$ cat src/rtl/core/bds_pkg.sv
// Shared types and constants of the 4x4 box downscaler.
// Used by every module in rtl/core; depends on nothing.
`default_nettype none
package bds_pkg;

	localparam int SAMPLE_W    = 16;
	localparam int SIZE_W      = 13;
	localparam int POS_W       = 12;
	localparam int PART_W      = 18;
	localparam int SUM_W       = 20;
	localparam int NUM_COLS    = 1024;
	localparam int COL_W       = 10;
	localparam int MUL_W       = 21;
	localparam int RECIP_SHIFT = 24;
	localparam int QUEUE_DEPTH = 4;
	localparam int QPTR_W      = 2;
	localparam int QCNT_W      = 3;

	localparam logic [SIZE_W-1:0] SIZE_MIN   = 13'd4;
	localparam logic [SIZE_W-1:0] SIZE_MAX   = 13'd4096;
	localparam logic [SIZE_W-1:0] SIZE_RESET = 13'd1024;

	// Reciprocals scaled by 2^24; exact for every sum below 2^21.
	localparam logic [MUL_W-1:0] RECIP_16 = 21'd1048576;
	localparam logic [MUL_W-1:0] RECIP_12 = 21'd1398102;
	localparam logic [MUL_W-1:0] RECIP_9  = 21'd1864136;

	localparam logic [2:0] ADDR_FRAME_SIZE = 3'd0;

	typedef enum logic [1:0] {
		DIV_16,
		DIV_12,
		DIV_9
	} div_sel_t;

	typedef struct packed {
		logic             valid;
		logic [SUM_W-1:0] sum;
		div_sel_t         div;
		logic             last;
	} blk_t;

endpackage
`default_nettype wire

$ cat src/rtl/core/bds_divide.sv
// Divides a block sum by 16, 12 or 9 through a scaled reciprocal product.
// Depends on bds_pkg.
`default_nettype none
module bds_divide (
	input  wire logic                          clk,
	input  wire logic                          arst_n,
	input  wire bds_pkg::blk_t                 blk,
	output logic                               res_valid,
	output logic [bds_pkg::SAMPLE_W-1:0]       res_avg,
	output logic                               res_last
);

	logic [bds_pkg::MUL_W-1:0]                 recip;
	logic [bds_pkg::SUM_W+bds_pkg::MUL_W-1:0]  prod;

	always_comb begin
		case (blk.div)
			bds_pkg::DIV_16: recip = bds_pkg::RECIP_16;
			bds_pkg::DIV_12: recip = bds_pkg::RECIP_12;
			bds_pkg::DIV_9:  recip = bds_pkg::RECIP_9;
			default:         recip = bds_pkg::RECIP_16;
		endcase
	end

	assign prod = {{bds_pkg::MUL_W{1'b0}}, blk.sum} * {{bds_pkg::SUM_W{1'b0}}, recip};

	always_ff @(posedge clk or negedge arst_n) begin
		if (!arst_n) begin
			res_valid <= 1'b0;
		end else begin
			res_valid <= blk.valid;
		end
	end

	always_ff @(posedge clk) begin
		if (blk.valid) begin
			res_avg  <= prod[bds_pkg::RECIP_SHIFT +: bds_pkg::SAMPLE_W];
			res_last <= blk.last;
		end
	end

endmodule
`default_nettype wire

$ cat config.mk
export PLATFORM = sky130hd
export DESIGN_NAME = bds_divide
export DESIGN_NICKNAME = d
export VERILOG_FILES = /design/src/rtl/core/bds_pkg.sv /design/src/rtl/core/bds_divide.sv
export SDC_FILE = /design/constraint.sdc
export NUM_CORES = 1
export LEC_CHECK = 0
export BUFFER_PORTS_ARGS = -buffer_cell sky130_fd_sc_hd__buf_2
export CORE_UTILIZATION = 55
export DETAILED_ROUTE_END_ITERATION = 8
export PLACE_DENSITY_LB_ADDON = 0.1
export RECOVER_POWER = 100
export SYNTH_ARGS = -nofsm -noshare
export SYNTH_HDL_FRONTEND = slang
export SYNTH_SLANG_ARGS = --single-unit
export TNS_END_PERCENT = 5
$ cat constraint.sdc
create_clock -name clk -period 1 [get_ports clk]
set_input_delay 0.1 -clock clk [delete_from_list [all_inputs] [get_ports clk]]
set_output_delay 0.1 -clock clk [all_outputs]
set_load 0.02 [all_outputs]
==> impl_metrics.ini <==
[worst_hold_path]
min_from = blk[0]
hold_end = res_last$_DFFE_PP_
worstHoldPathCells = 1
hp-class = in2reg

[routing]
antenna_left = 0
vias_per_cell = 5.01
dr.pass1.iters = 5
totalWireLength_mm = 24.0
drt-initial-drc-count = 375
vias = 7139
wl_per_cell_um = 16.8
dr_wl_met3_mm = 1.96
highest_layer = met4
dr_wl_met2_mm = 10.6
drc = 0
met1_length_mm = 11.1

[critical_path]
cp-start-kind = input pin
cp_slowest_cell = fa_1
worstPathArrival_ps = 6260
cp_max_fo = 8
crit_chain = buf_4, inv_4, ha_4, bufbuf_16, buf_4, nor2b_4, ha_4, fa_1, fa_1, fa_1, fa_1, fa_1, inv_1, fa_1, inv_2, ha_4, a21oi_4, o211a_1, o21ai_2, a221oi_4, o22ai_4, o21ai_4, or4b_1, o211ai_1
crit_path_end_kind = flip-flop
max_stage_delay_ps = 600
path_class = in2reg
cp_data_required_time_ps = 1100
critical_path.most_common_cell = fa_1

[cells_and_area]
drive_gt1_share_pct = 26.8
post-route-util_pct = 72.4
fillCellCount = 1230
area_growth_pct = 27.7
antenna_cells = 0
nNetsFinal = 1618

[yosys]
ys_seq_area_share_pct = 5.68
yosys-top-cells-count = inv_1 (297), ha_1 (197), fa_1 (190)
syn_inst = 949
async_flop_share_pct = 5.56
synth_area_um2 = 9430
netlist_top_cells_area = fa_1 (40%), ha_1 (26%), inv_1 (12%), edfxtp_1 (5.4%), xnor2_1 (1.8%)
syn_nets = 1362
synth_seq_cells = 18
synth_top_area_share_pct = 40.3
yosysUniqueCellTypes = 47
yosys.area.top_type = fa_1
post-synth-top-count-cell = inv_1
avgSynthCellArea_um2 = 9.94
synth_edf_count = 17
synth_warnings = 0
yosys_most_used_dff = edfxtp_1

[timing]
slew_headroom_pct = 39.5
setup-tns-final_ps = -79290
setup_viol = 16
final.period_utilization_pct = 616
worstMarginPinSlew_ps = 907
timing.hold.ws_ps = 22.9
layout_setup_ws_ps = -5160
finalHoldViolCount = 0
drv_slew = 0
rsz0062_at_grt = yes
finalCriticalPeriod_ps = 6160
fmax_mhz = 162

[cts]
cts_tree = built
htreeDepth = 1
cts.clk_slew.worst_paths_ps = 50
cts_root_buf = clkbuf_16
clock-sinks = 18
clockBufferDepth = 2
cts_inserted_buffers = 3

[floorplan]
rows = 47
initial_utilization_pct = 56.7
ioPinCount = 44
core_area_um2 = 16600
die-width_um = 133
die_h_um = 133
die-area_um2 = 17700

[placement]
io_buffers = 43
gp_congestion = 0.984
dp_hpwl_mm = 21.6

[global_routing]
overflow = 0
antenna_found_initial = 0
grt_start_max_net_pins = 19
grt_pass1_wl_mm = 40.1
grt_use_total_pct = 29.7
grt_pass1_vias = 7724

[status]
outcome = finished, violations left
violations = setup timing

[run]
cap_violations = 0
-- logic make-up (layout without fill, tap and decap cells) --
family                     count (synthesis)  after routing  share of synthesized area [%]
buffers and inverters                    307            562                           12.2
adders and majority gates                387            387                           66.4
xor gates and xnor gates                  28             28                           2.60
AOI/OAI and AO/OA                         87             87                           6.19
and+or+nand+nor                          122            122                           6.87
DFF                                       18             18                           5.68
-- layer usage --
| layer | vias up | track usage, % |
|---|---|---|
| met4 | 0 | 4.73 |
| met5 | - | 0 |
| met1 | 3474 | 44.8 |
| met2 | 201 | 44.3 |
| met3 | 20 | 6.48 |
| li1 | 3444 | - |
-- cells in the final DEF, fill, tap and decap left out, types with 12 or more instances in the layout --
cell      instances
edfxtp_1         17
a21o_1           12
buf_2            22
inv_1           292
buf_4           213
ha_4             13
nand2_1          33
ha_1            178
xnor2_1          19
fa_1            181
a21oi_1          20
and2_1           19
clkbuf_2         13
-- through the flow --
step	cells	setup WS, ps	area (µm²)
floorplan	949	-5160	9520
global placement	1408	-5550	11500
detailed placement	1408	-5520	11500
CTS	1420	-5190	11900
global route	1424	-5330	12000
finish	1424	-5160	12000
-- cell type report --
cell class	instances	area (µm²)	area share, %
Clock buffer	4	78.8	0.654
Inverter	297	1120	9.27
Sequential cell	18	536	4.44
Tap cell	220	275	2.28
Timing Repair Buffer	261	1910	15.9
Multi-Input combinational cell	624	8130	67.5
-- state kept, by name, summed over array words and instances, names as in the netlist --
register   flops
res_avg       16
res_last       1
res_valid      1
-- critical path, delay by kind of cell --
family,cells,cell delay (ps)
buffers and inverters,6,680
AOI/OAI and AO/OA,7,1110
adders and majority gates,9,3770
and+or+nand+nor,2,590
-- what timing repair did --
action	in CTS	in global routing
hold endpoints to repair	1	0
buffers inserted	6	4
hold buffers	1	0
resized for setup	46	23
gates cloned	1	0
pin swaps	35	30
endpoints found under the setup margin	16	16
-- worst max path at each step --
stage               startpoint               endpoint  slack (ps)  cells after the start
detailed placement      blk[1]  res_avg[15]$_DFFE_PP_       -5520                     29
global placement        blk[1]  res_avg[15]$_DFFE_PP_       -5550                     29
finish                  blk[1]  res_avg[14]$_DFFE_PP_       -5160                     24
CTS                     blk[1]  res_avg[15]$_DFFE_PP_       -5190                     27
global route            blk[1]  res_avg[14]$_DFFE_PP_       -5330                     24
floorplan               blk[1]  res_avg[14]$_DFFE_PP_       -5160                     25
Power is left out: the tool's default activity adds up to more than one toggle a clock period on the data nets, which glitch-free logic cannot reach.
