===== src/rtl/core/bds_pkg.sv =====
// Shared types and constants of the 4x4 box downscaler.
// Used by every module in rtl/core; depends on nothing.
`default_nettype none
package bds_pkg;

	localparam int SAMPLE_W    = 16;
	localparam int SIZE_W      = 13;
	localparam int POS_W       = 12;
	localparam int PART_W      = 18;
	localparam int SUM_W       = 20;
	localparam int NUM_COLS    = 1024;
	localparam int COL_W       = 10;
	localparam int MUL_W       = 21;
	localparam int RECIP_SHIFT = 24;
	localparam int QUEUE_DEPTH = 4;
	localparam int QPTR_W      = 2;
	localparam int QCNT_W      = 3;

	localparam logic [SIZE_W-1:0] SIZE_MIN   = 13'd4;
	localparam logic [SIZE_W-1:0] SIZE_MAX   = 13'd4096;
	localparam logic [SIZE_W-1:0] SIZE_RESET = 13'd1024;

	// Reciprocals scaled by 2^24; exact for every sum below 2^21.
	localparam logic [MUL_W-1:0] RECIP_16 = 21'd1048576;
	localparam logic [MUL_W-1:0] RECIP_12 = 21'd1398102;
	localparam logic [MUL_W-1:0] RECIP_9  = 21'd1864136;

	localparam logic [2:0] ADDR_FRAME_SIZE = 3'd0;

	typedef enum logic [1:0] {
		DIV_16,
		DIV_12,
		DIV_9
	} div_sel_t;

	typedef struct packed {
		logic             valid;
		logic [SUM_W-1:0] sum;
		div_sel_t         div;
		logic             last;
	} blk_t;

endpackage
`default_nettype wire


===== src/rtl/core/bds_outq.sv =====
// Small result queue that decouples the output stream from the sample pipeline.
// Depends on bds_pkg.
`default_nettype none
module bds_outq (
	input  wire logic                          clk,
	input  wire logic                          arst_n,
	input  wire logic                          push,
	input  wire logic [bds_pkg::SAMPLE_W-1:0]  push_avg,
	input  wire logic                          push_last,
	output logic                               out_valid,
	input  wire logic                          out_ready,
	output logic [bds_pkg::SAMPLE_W-1:0]       out_avg,
	output logic                               out_last,
	output logic [bds_pkg::QCNT_W-1:0]         count
);

	logic [bds_pkg::SAMPLE_W:0]   entry [bds_pkg::QUEUE_DEPTH];
	logic [bds_pkg::QPTR_W-1:0]   head_q;
	logic [bds_pkg::QPTR_W-1:0]   tail_q;
	logic [bds_pkg::QCNT_W-1:0]   count_q;
	logic                         pop;

	assign out_valid = (count_q != '0);
	assign pop       = out_valid && out_ready;
	assign out_avg   = entry[head_q][bds_pkg::SAMPLE_W-1:0];
	assign out_last  = entry[head_q][bds_pkg::SAMPLE_W];
	assign count     = count_q;

	always_ff @(posedge clk) begin
		if (push) begin
			entry[tail_q] <= {push_last, push_avg};
		end
	end

	always_ff @(posedge clk or negedge arst_n) begin
		if (!arst_n) begin
			head_q  <= '0;
			tail_q  <= '0;
			count_q <= '0;
		end else begin
			if (push) begin
				tail_q <= tail_q + 2'd1;
			end
			if (pop) begin
				head_q <= head_q + 2'd1;
			end
			if (push && !pop) begin
				count_q <= count_q + 3'd1;
			end else if (pop && !push) begin
				count_q <= count_q - 3'd1;
			end
		end
	end

`ifndef ASSERT_OFF
	a_no_overflow: assert property (@(posedge clk) disable iff (!arst_n)
		push |-> (count_q < 3'(bds_pkg::QUEUE_DEPTH)) || pop)
		else $error("result queue overflow");
	a_count_bound: assert property (@(posedge clk) disable iff (!arst_n)
		count_q <= 3'(bds_pkg::QUEUE_DEPTH))
		else $error("result queue count out of range");
`endif

endmodule
`default_nettype wire


===== config.mk =====
export PLATFORM = sky130hd
export DESIGN_NAME = bds_outq
export DESIGN_NICKNAME = d
export VERILOG_FILES = /design/src/rtl/core/bds_pkg.sv /design/src/rtl/core/bds_outq.sv
export SDC_FILE = /design/constraint.sdc
export NUM_CORES = 1
export LEC_CHECK = 0
export BUFFER_PORTS_ARGS = -buffer_cell sky130_fd_sc_hd__buf_2
export CAP_MARGIN = 30
export CORE_MARGIN = 3
export CORE_UTILIZATION = 36
export CTS_CLUSTER_DIAMETER = 50
export DETAILED_ROUTE_END_ITERATION = 6
export MAX_ROUTING_LAYER = met4
export PLACE_DENSITY_LB_ADDON = 0.05
export SLEW_MARGIN = 40
export SYNTH_ARGS = -nofsm -noshare
export SYNTH_HDL_FRONTEND = slang
export SYNTH_SLANG_ARGS = --single-unit

===== constraint.sdc =====
create_clock -name clk -period 1.8 [get_ports clk]
set_input_delay 0.18 -clock clk [delete_from_list [all_inputs] [get_ports clk]]
set_output_delay 0.18 -clock clk [all_outputs]
set_load 0.05 [all_outputs]

==> impl_results.md, run 1 <==
- Failing checks: negative setup slack
- Die width: 95.5 um
- Startpoint types: flip-flop
- Tmin final: 1.85 ns
- N_diodes: 0
- Register area: 0.00222 mm2
- Vias/cell: 4.55
- CTS tree: yes
- Final worst slack: -0.0523 ns
- Critical-path maximum fanout: 2
- R2R depth: 8
- Hold Crit Class: in -> reg
- RR Startpoint: count[2]
- Initial DRC count: 46
- Syn Area/Cell: 23.6 um2
- Wirelength per Cell: 16.8 um
- Fin nets: 214
- Worst-Skew Late Latency: 0.33 ns
- PD cells: 1860 mW/mm2
- Worst Path Arrival: 2.11 ns
- Area leader, netlist: edfxtp_1
- IO Pins: 42
- Area of the multi-input gates: 613 um2
- Slew @ Worst Pin: 0.286 ns
- Pre-Repair DR Iteration Count: 4
- Num rows: 32
- Final setup viols: 2
- Slew Limit Fails: 0
- Status: finished with violations
- Final worst path period share: 103%
- Clock sinks: 75
- Post-Synthesis Cells: 122
- Proportion of layout cells with a drive suffix above 1: 50.0%
- Worst R2R End: count[2]
- CTS root buffer: clkbuf_8
- Vias in the first global route: 1493
- Reg2reg setup slack: -0.05 ns
- Congestion Overflow GR: 0
- Syn nets: 149
- Max Clk Rate: 540 MHz
- DRC viols: 0
- Filler Cells Inserted: 710
- Setup Crit Path Kind: reg -> reg
- TritonCTS Buffers: 9
- H-tree Lvls: 3
- Yosys warns: 0
- Synth top area cells: edfxtp_1, mux4_1, mux4_2
- Register area share after synthesis: 76.8%
- Clock-pin slew on the worst setup and hold paths: 0.08 ns
- Final Skew: 0.0119 ns
- Yosys reg bits: 75
- Mapped Area: 0.00289 mm2
- Detail Route Antenna Nets: 0
- Req. time, crit path: 2.05 ns
- Setup repair after global routing missed its margin: yes
- Largest net degree at the start of global routing: 18
- Yosys top cell area share: 70.8%
- Hold slack: 0.0580 ns
- Initial Util: 37.1%
- Area Growth Syn to Fin: 24.8%
- Worst hold stages: 1
- Die ar.: 0.00913 mm2
- Via count: 1339
- Routed WL: 4.93 mm
- Min-Delay Startpoint: push_avg[6]
- Relative slew slack: 80.9%
- Hold-critical path endpoint: entry[0][6]
- Die height: 95.5 um
- IR drop worst, VDD: 1130 uV
- GPL Wtd Cong: 0.790
- Core area: 0.00777 mm2
- Final Hold Viols: 0
- Dpl hpwl: 3.08 mm
- CP endpoint kind: flip-flop
- Initial antenna violation count: 0
- Count of cell types in the netlist: 19
- # Max-Cap Violations: 0
- P_leak: 0.00129 uW
- Clock Tree Buf Depth: 2
- First-pass GRT wire length: 7.74 mm
- Tot Pwr: 6690 uW
- Buffers on Ports: 41
- Total global-route track usage: 12.5%
cells in the mapped netlist:
cell type	count
and2_1	4
buf_12	1
buf_2	2
buf_6	1
dfrtp_1	7
edfxtp_1	68
fa_1	1
ha_1	5
inv_1	3
mux2_2	1
mux4_1	9
mux4_2	8
nand2_1	2
nand3_1	1
nor2_1	1
o21ai_0	1
or3_1	1
xnor2_1	3
xor2_1	3
flip-flops by register name (all words and copies together), names as in the netlist:
signal and cells:
head_q 2, entry 68, count 3, tail_q 2
power by group:
group          total (uW)  internal (uW)  switching [uW]
Sequential           2430           2310             116
Clock                1060            498             562
Combinational        3210           1320            1890
Total                6690           4130            2570
through the flow:
stage / setup TNS [ns] / setup WS, ns / std cells / area, um2 / utilization (%)
final: -0.0752 / -0.0523 / 294 / 3600 / 46.4
after global routing: -0.743 / -0.111 / 294 / 3600 / 46.4
after CTS: -0.804 / -0.114 / 295 / 3620 / 46.7
after detailed placement: -0.0821 / -0.0622 / 274 / 3320 / 42.8
after floorplan: -0.571 / -0.294 / 122 / 2920 / -
after global placement: 0 / 0.000157 / 274 / 3320 / 42.8
cell families (layout without fill, tap and decap cells):
group                      after synthesis  count (layout)  synth area share [%]
DFF                                     75              75                  76.8
and+or+nand+nor                          9               9                  1.65
muxes                                   18              18                  14.8
buffers and inverters                    7              77                  1.82
xor gates and xnor gates                 6               6                  1.82
AOI/OAI and AO/OA                        1               1                 0.173
adders and majority gates                6               6                  2.86
layout by cell type, fill, tap and decap left out:
| cell | instances |
|---|---|
| nor2_1 | 1 |
| nand2_1 | 1 |
| nand2_4 | 1 |
| fa_2 | 1 |
| buf_4 | 14 |
| inv_2 | 1 |
| o21ai_0 | 1 |
| buf_8 | 1 |
| xnor2_1 | 3 |
| dfrtp_2 | 4 |
| clkinvlp_4 | 1 |
| mux2_4 | 1 |
| clkbuf_8 | 9 |
| dlygate4sd3_1 | 1 |
| or3_4 | 1 |
| buf_12 | 2 |
| nand3_1 | 1 |
| xor2_1 | 3 |
| buf_2 | 24 |
| inv_1 | 2 |
| ha_4 | 1 |
| edfxtp_1 | 68 |
| mux4_2 | 17 |
| ha_1 | 4 |
| clkbuf_1 | 4 |
| dfrtp_1 | 3 |
| buf_6 | 16 |
| and2_1 | 4 |
| clkinv_2 | 2 |
layout make-up:
type | count | share of cell area (%)
flip-flops and latches | 75 | 61.7
multi-input cells | 40 | 17.0
repair buffers | 58 | 13.1
clock buffers | 13 | 3.86
well taps | 102 | 3.54
clock inverters | 3 | 0.486
inverters | 3 | 0.313
worst max-delay path: stages, from the launching register on:
cell     delay (ns)
dfrtp_2        0.40
or3_4          0.40
nand2_4        0.08
ha_4           0.13
inv_2          0.03
fa_2           0.32
xor2_1         0.14
nor2_1         0.13
xor2_1         0.14
worst max-delay path by stage:
stage               slack [ns]  cells past startpoint         end       from
floorplan                -0.29                      8    count[2]   count[2]
global placement        0.0002                      8    count[2]   count[2]
detailed placement       -0.06                      8    count[2]   count[2]
CTS                      -0.11                      4  out_avg[1]  head_q[0]
global route             -0.11                      8    count[2]   count[2]
finish                   -0.05                      8    count[2]   count[2]
routing by layer:
layer	wire, um	global-route usage, %	up-vias
met3	242	4.42	5
met1	2020	14.8	684
met5	0	-	-
li1	-	-	619
met2	2590	19.9	31
met4	73	4.27	0
what timing repair did:
item,in CTS,in global routing
hold buffers,1,0
pin swaps,2,0
cloned,1,0
setup endpoints to repair,19,19
endpoints found under the hold margin,7,0
buffers inserted,3,0
gates resized for setup,45,1
No activity file was read; power rests on OpenSTA's default activity.
==> run 2: changes to the inputs <==
--- a/config.mk
+++ b/config.mk
@@ -8,11 +8,12 @@
 export BUFFER_PORTS_ARGS = -buffer_cell sky130_fd_sc_hd__buf_2
 export CAP_MARGIN = 30
 export CORE_MARGIN = 3
-export CORE_UTILIZATION = 36
+export CORE_UTILIZATION = 40
 export CTS_CLUSTER_DIAMETER = 50
 export DETAILED_ROUTE_END_ITERATION = 6
 export MAX_ROUTING_LAYER = met4
 export PLACE_DENSITY_LB_ADDON = 0.05
+export SETUP_SLACK_MARGIN = 0.1
 export SLEW_MARGIN = 40
 export SYNTH_ARGS = -nofsm -noshare
 export SYNTH_HDL_FRONTEND = slang
==> impl_results.md, run 2 (same netlist as run 1, synthesis figures left out) <==
- Vias in the first global route: 1582
- H-tree Lvls: 3
- Most frequent cells in the layout: edfxtp_1, buf_2, buf_4
- Final Util: 55.4%
- Clock sinks: 75
- Slew @ Worst Pin: 0.503 ns
- Most common cell after layout, fill and taps aside: edfxtp_1
- DP Cell Count: 272
- GPL Wtd Cong: 0.788
- IO Pins: 42
- Via count: 1390
- Buffers on Ports: 41
- CP endpoint kind: flip-flop
- Congestion Overflow GR: 0
- Setup TNS: -0.817 ns
- PD cells: 1960 mW/mm2
- Total global-route track usage: 13.8%
- Die width: 90.9 um
- Setup Crit Path Kind: reg -> reg
- Final setup viols: 15
- Vias/cell: 4.66
- CTS tree: yes
- Biggest register: entry
- Setup repair after global routing missed its margin: yes
- Routed WL: 5.06 mm
- Filler Cells Inserted: 570
- Clock-pin slew on the worst setup and hold paths: 0.08 ns
- Pre-Repair DR Iteration Count: 4
- Hold Crit Class: in -> reg
- Final Hold Viols: 0
- DRC viols: 0
- Req. time, crit path: 2.04 ns
- Final worst path period share: 106%
- Initial Util: 41.8%
- Die ar.: 0.00827 mm2
- Num rows: 30
- Core area: 0.00691 mm2
- Slew Limit Fails: 0
- Post-DP Area: 0.00336 mm2
- Layout Cells excl Fill: 298
- Max Clk Rate: 524 MHz
- Die height: 90.9 um
- Final Skew: 0.0107 ns
- Fin nets: 224
- Largest net degree at the start of global routing: 18
- Status: finished with violations
- P_leak: 0.00141 uW
- Initial DRC count: 100
- Tot Pwr: 7510 uW
- Detail Route Antenna Nets: 0
- Finished Cell Area: 0.00383 mm2
- Startpoint types: flip-flop
- Largest register FFs: 68
- Relative slew slack: 66.4%
- CTS root buffer: clkbuf_8
- IR drop worst, VDD: 1160 uV
- Wirelength per Cell: 17.0 um
- N_diodes: 0
- Worst-Skew Late Latency: 0.33 ns
- Area Growth Syn to Fin: 32.6%
- Critical-path maximum fanout: 2
- Dpl hpwl: 3.31 mm
- TritonCTS Buffers: 9
- Failing checks: negative setup slack
- # Max-Cap Violations: 0
- Initial antenna violation count: 0
- First-pass GRT wire length: 8.36 mm
- Clock Tree Buf Depth: 2
- Proportion of layout cells with a drive suffix above 1: 54.5%
- Final worst slack: -0.107 ns
- Tmin final: 1.91 ns
- Worst Path Arrival: 2.15 ns
==> run 2: changes by cell type in the layout (fill, tap and decap cells not counted) <==
cell and delta:
buf_12 +2, buf_6 -1, clkinv_2 -1, buf_16 +1, inv_6 +1, buf_2 -1
clkbuf_1 -3, buf_4 +5, and2_2 +1, buf_8 +4, and2_1 -1, bufinv_16 +3
==> run 2: timing repair <==
action                                 in CTS  in global routing
pin swaps                                   2                  0
gates cloned                                1                  0
gates resized for setup                    51                  4
setup buffers                               6                  2
endpoints found under the hold margin       7                  0
setup endpoints to repair                  19                 20
hold buffers                                1                  0
==> run 2: worst paths after layout <==
| path | startpoint | endpoint | slack, ns | cells past startpoint |
|---|---|---|---|---|
| setup / recovery | count[2] | count[2] | -0.11 | 8 |
| hold reg to reg | count[2] | count[2] | 0.57 | 2 |
| setup reg to reg | count[2] | count[2] | -0.11 | 8 |
| hold / removal | push_avg[4] | entry[1][4] | 0.06 | 1 |
| min in group asynchronous | arst_n | head_q[1] | 0.21 | 2 |
| max in group asynchronous | arst_n | count[1] | 1.42 | 2 |
==> run 2: stage by stage <==
| step | worst slack [ns] | hold slack, ns |
|---|---|---|
| 6_report | -0.107 | 0.0550 |
| 5_1_grt | -0.197 | 0.0366 |
| 4_1_cts | -0.133 | 0.0410 |
| 3_5_place_dp | -0.133 | 0.0224 |
| 3_3_place_gp | -0.00266 | 0.0179 |
| 2_1_floorplan | -0.294 | -0.116 |
==> run 2: area by class of cell <==
class / count / area [um2] / share of cell area [%]
multi-input combinational: 40 / 614 / 16.1
inverter: 3 / 11.3 / 0.294
clock buffer: 10 / 128 / 3.34
timing repair buffer: 68 / 619 / 16.2
tap: 96 / 120 / 3.14
clock inverter: 6 / 111 / 2.91
sequential: 75 / 2220 / 58.1
==> run 2: worst max-delay path, cell delays in order, from the launching register on <==
cell     delay (ns)
dfrtp_2        0.40
or3_4          0.40
nand2_4        0.08
ha_4           0.14
inv_2          0.04
fa_2           0.32
xor2_1         0.15
nor2_1         0.12
xor2_1         0.17
==> run 2: power breakdown <==
part	switching [uW]	internal, uW
Combinational	1940	1590
Sequential	141	2310
Clock	596	924
Total	2680	4830
==> run 2: routing by layer <==
layer  vias up  global-route usage [%]  part of all wire (%)
li1        642                       -                     -
met3         5                    3.31                   3.6
met4         0                    5.65                  0.79
met2        29                    21.8                    51
met1       714                    17.4                    45
met5         -                       -                     0
==> run 3: changes to the inputs <==
--- a/config.mk
+++ b/config.mk
@@ -13,6 +13,7 @@
 export DETAILED_ROUTE_END_ITERATION = 6
 export MAX_ROUTING_LAYER = met4
 export PLACE_DENSITY_LB_ADDON = 0.05
+export REMOVE_ABC_BUFFERS = 1
 export SETUP_SLACK_MARGIN = 0.1
 export SLEW_MARGIN = 40
 export SYNTH_ARGS = -nofsm -noshare
==> impl_results.md, run 3 (same netlist as run 1, synthesis figures left out) <==
- Post-DP Area: 0.00332 mm2
- Fin nets: 229
- PD cells: 1860 mW/mm2
- Failing checks: negative setup slack
- Hold slack: 0.0586 ns
- Final Skew: 0.00725 ns
- Setup Crit Path Kind: reg -> reg
- Core area: 0.00691 mm2
- Final Hold Viols: 0
- Dpl hpwl: 3.19 mm
- Area Growth Syn to Fin: 30.5%
- Die height: 90.9 um
- Detail Route Antenna Nets: 0
- Vias/cell: 4.71
- Slew @ Worst Pin: 0.343 ns
- R2R depth: 12
- Proportion of layout cells with a drive suffix above 1: 52.9%
- Most frequent cells in the layout: edfxtp_1, buf_2, buf_4
- H-tree Lvls: 3
- Reg2reg setup slack: -0.1 ns
- NetSw: 2650 uW
- Critical-path maximum fanout: 2
- Wirelength per Cell: 17.4 um
- Status: finished with violations
- First-pass GRT wire length: 8.33 mm
- Startpoint types: flip-flop
- Final worst path period share: 105%
- P_int: 4340 uW
- Congestion Overflow GR: 0
- Hold Crit Class: in -> reg
- Initial antenna violation count: 0
- IO Pins: 42
- CTS root buffer: clkbuf_8
- Num rows: 30
- # Max-Cap Violations: 0
- Worst hold stages: 1
- Worst R2R End: head_q[0]
- Clock sinks: 75
- Sequential power share: 34.9%
- Worst-Skew Late Latency: 0.34 ns
- Largest register FFs: 68
- Most common cell after layout, fill and taps aside: edfxtp_1
- RR Startpoint: count[2]
- P_leak: 0.00139 uW
- Initial Util: 41.8%
- CTS tree: yes
- Vias in the first global route: 1624
- Final worst slack: -0.0986 ns
- Setup TNS: -0.534 ns
- Relative slew slack: 77.2%
- GPL Wtd Cong: 0.688
- Final Util: 54.5%
- Routed WL: 5.27 mm
- Req. time, crit path: 2.02 ns
- CP endpoint kind: flip-flop
- Finished Cell Area: 0.00376 mm2
- Tmin final: 1.90 ns
- Pre-Repair DR Iteration Count: 4
- Slew Limit Fails: 0
- IR drop worst, VDD: 823 uV
- Crit path to: head_q[0]
- Largest net degree at the start of global routing: 18
- DRC viols: 0
- Worst Path Arrival: 2.12 ns
- TritonCTS Buffers: 9
- Max Clk Rate: 527 MHz
- Sw Ratio: 37.9%
- Setup repair after global routing missed its margin: yes
- Die width: 90.9 um
- Gate power share: 50.3%
- Initial DRC count: 83
- Via count: 1423
- Final setup viols: 9
- Die ar.: 0.00827 mm2
- Clock Tree Buf Depth: 2
- Beginning of the critical path: count[2]
- Clock-pin slew on the worst setup and hold paths: 0.07 ns
- Buffers on Ports: 41
- Total global-route track usage: 14.1%
- Clock power frac: 14.8%
- Biggest register: entry
- N_diodes: 0
==> run 3: cell types whose count changed in the layout (fill, tap and decap cells not counted), moves of 2 or more <==
cell,delta
buf_4,+5
buf_6,+2
buf_8,-4
bufinv_16,-3
clkinv_2,+2
dfrtp_1,+3
dfrtp_2,-3
==> run 3: worst min-delay path by stage <==
stage | from | end | slack, ns
global route | push_avg[0] | entry[2][0] | 0.04
detailed placement | arst_n | head_q[1] | 0.02
finish | push_avg[0] | entry[0][0] | 0.06
CTS | push_avg[0] | entry[0][0] | 0.05
global placement | arst_n | head_q[1] | 0.02
floorplan | arst_n | count[0] | -0.12
==> run 3: area by class of cell <==
class / instances / area (um2)
Clock buffer: 11 / 131
Clock inverter: 4 / 18.8
Fill cell: 574 / 3140
Inverter: 3 / 11.3
Multi-Input combinational cell: 40 / 621
Sequential cell: 75 / 2220
Tap cell: 96 / 120
Timing Repair Buffer: 73 / 644
==> run 3: worst max-delay path, cell delays in order (launching register included) <==
cell     delay [ns]
dfrtp_1        0.37
or3_4          0.15
nand2_4        0.05
buf_4          0.13
buf_4          0.12
buf_4          0.12
buf_4          0.12
buf_4          0.12
buf_4          0.12
buf_4          0.12
buf_4          0.12
buf_4          0.13
xnor2_2        0.11
==> run 3: per-stage QoR <==
| step | setup WS [ns] | cells | power, uW |
|---|---|---|---|
| global placement | -0.0694 | 269 | 5180 |
| global route | -0.192 | 302 | 7330 |
| detailed placement | -0.155 | 269 | 5230 |
| finish | -0.0986 | 302 | 6990 |
| floorplan | -0.725 | 118 | 4390 |
| CTS | -0.122 | 300 | 6980 |
==> run 3: what timing repair did <==
| item | 4_1_cts | 5_1_grt |
|---|---|---|
| pin swaps | 4 | 3 |
| hold buffers | 1 | 0 |
| endpoints found under the hold margin | 7 | 0 |
| buffers inserted | 14 | 3 |
| cloned | 1 | 0 |
| endpoints found under the setup margin | 19 | 20 |
| resized for setup | 51 | 5 |
==> run 3: power by group through the flow <==
stage / sequential (uW) / clock [uW] / combinational (uW)
floorplan: 2680 / 0 / 1710
global placement: 2430 / 0 / 2750
detailed placement: 2460 / 0 / 2780
CTS: 2440 / 1070 / 3480
global route: 2470 / 1150 / 3710
finish: 2440 / 1040 / 3510
==> run 3: metal layers <==
| layer | global-route usage [%] | part of all wire (%) | up-vias |
|---|---|---|---|
| li1 | - | - | 652 |
| met1 | 16.3 | 41 | 734 |
| met2 | 23.2 | 54 | 29 |
| met3 | 2.65 | 3.5 | 8 |
| met4 | 7.54 | 2.1 | 0 |
| met5 | - | 0 | - |
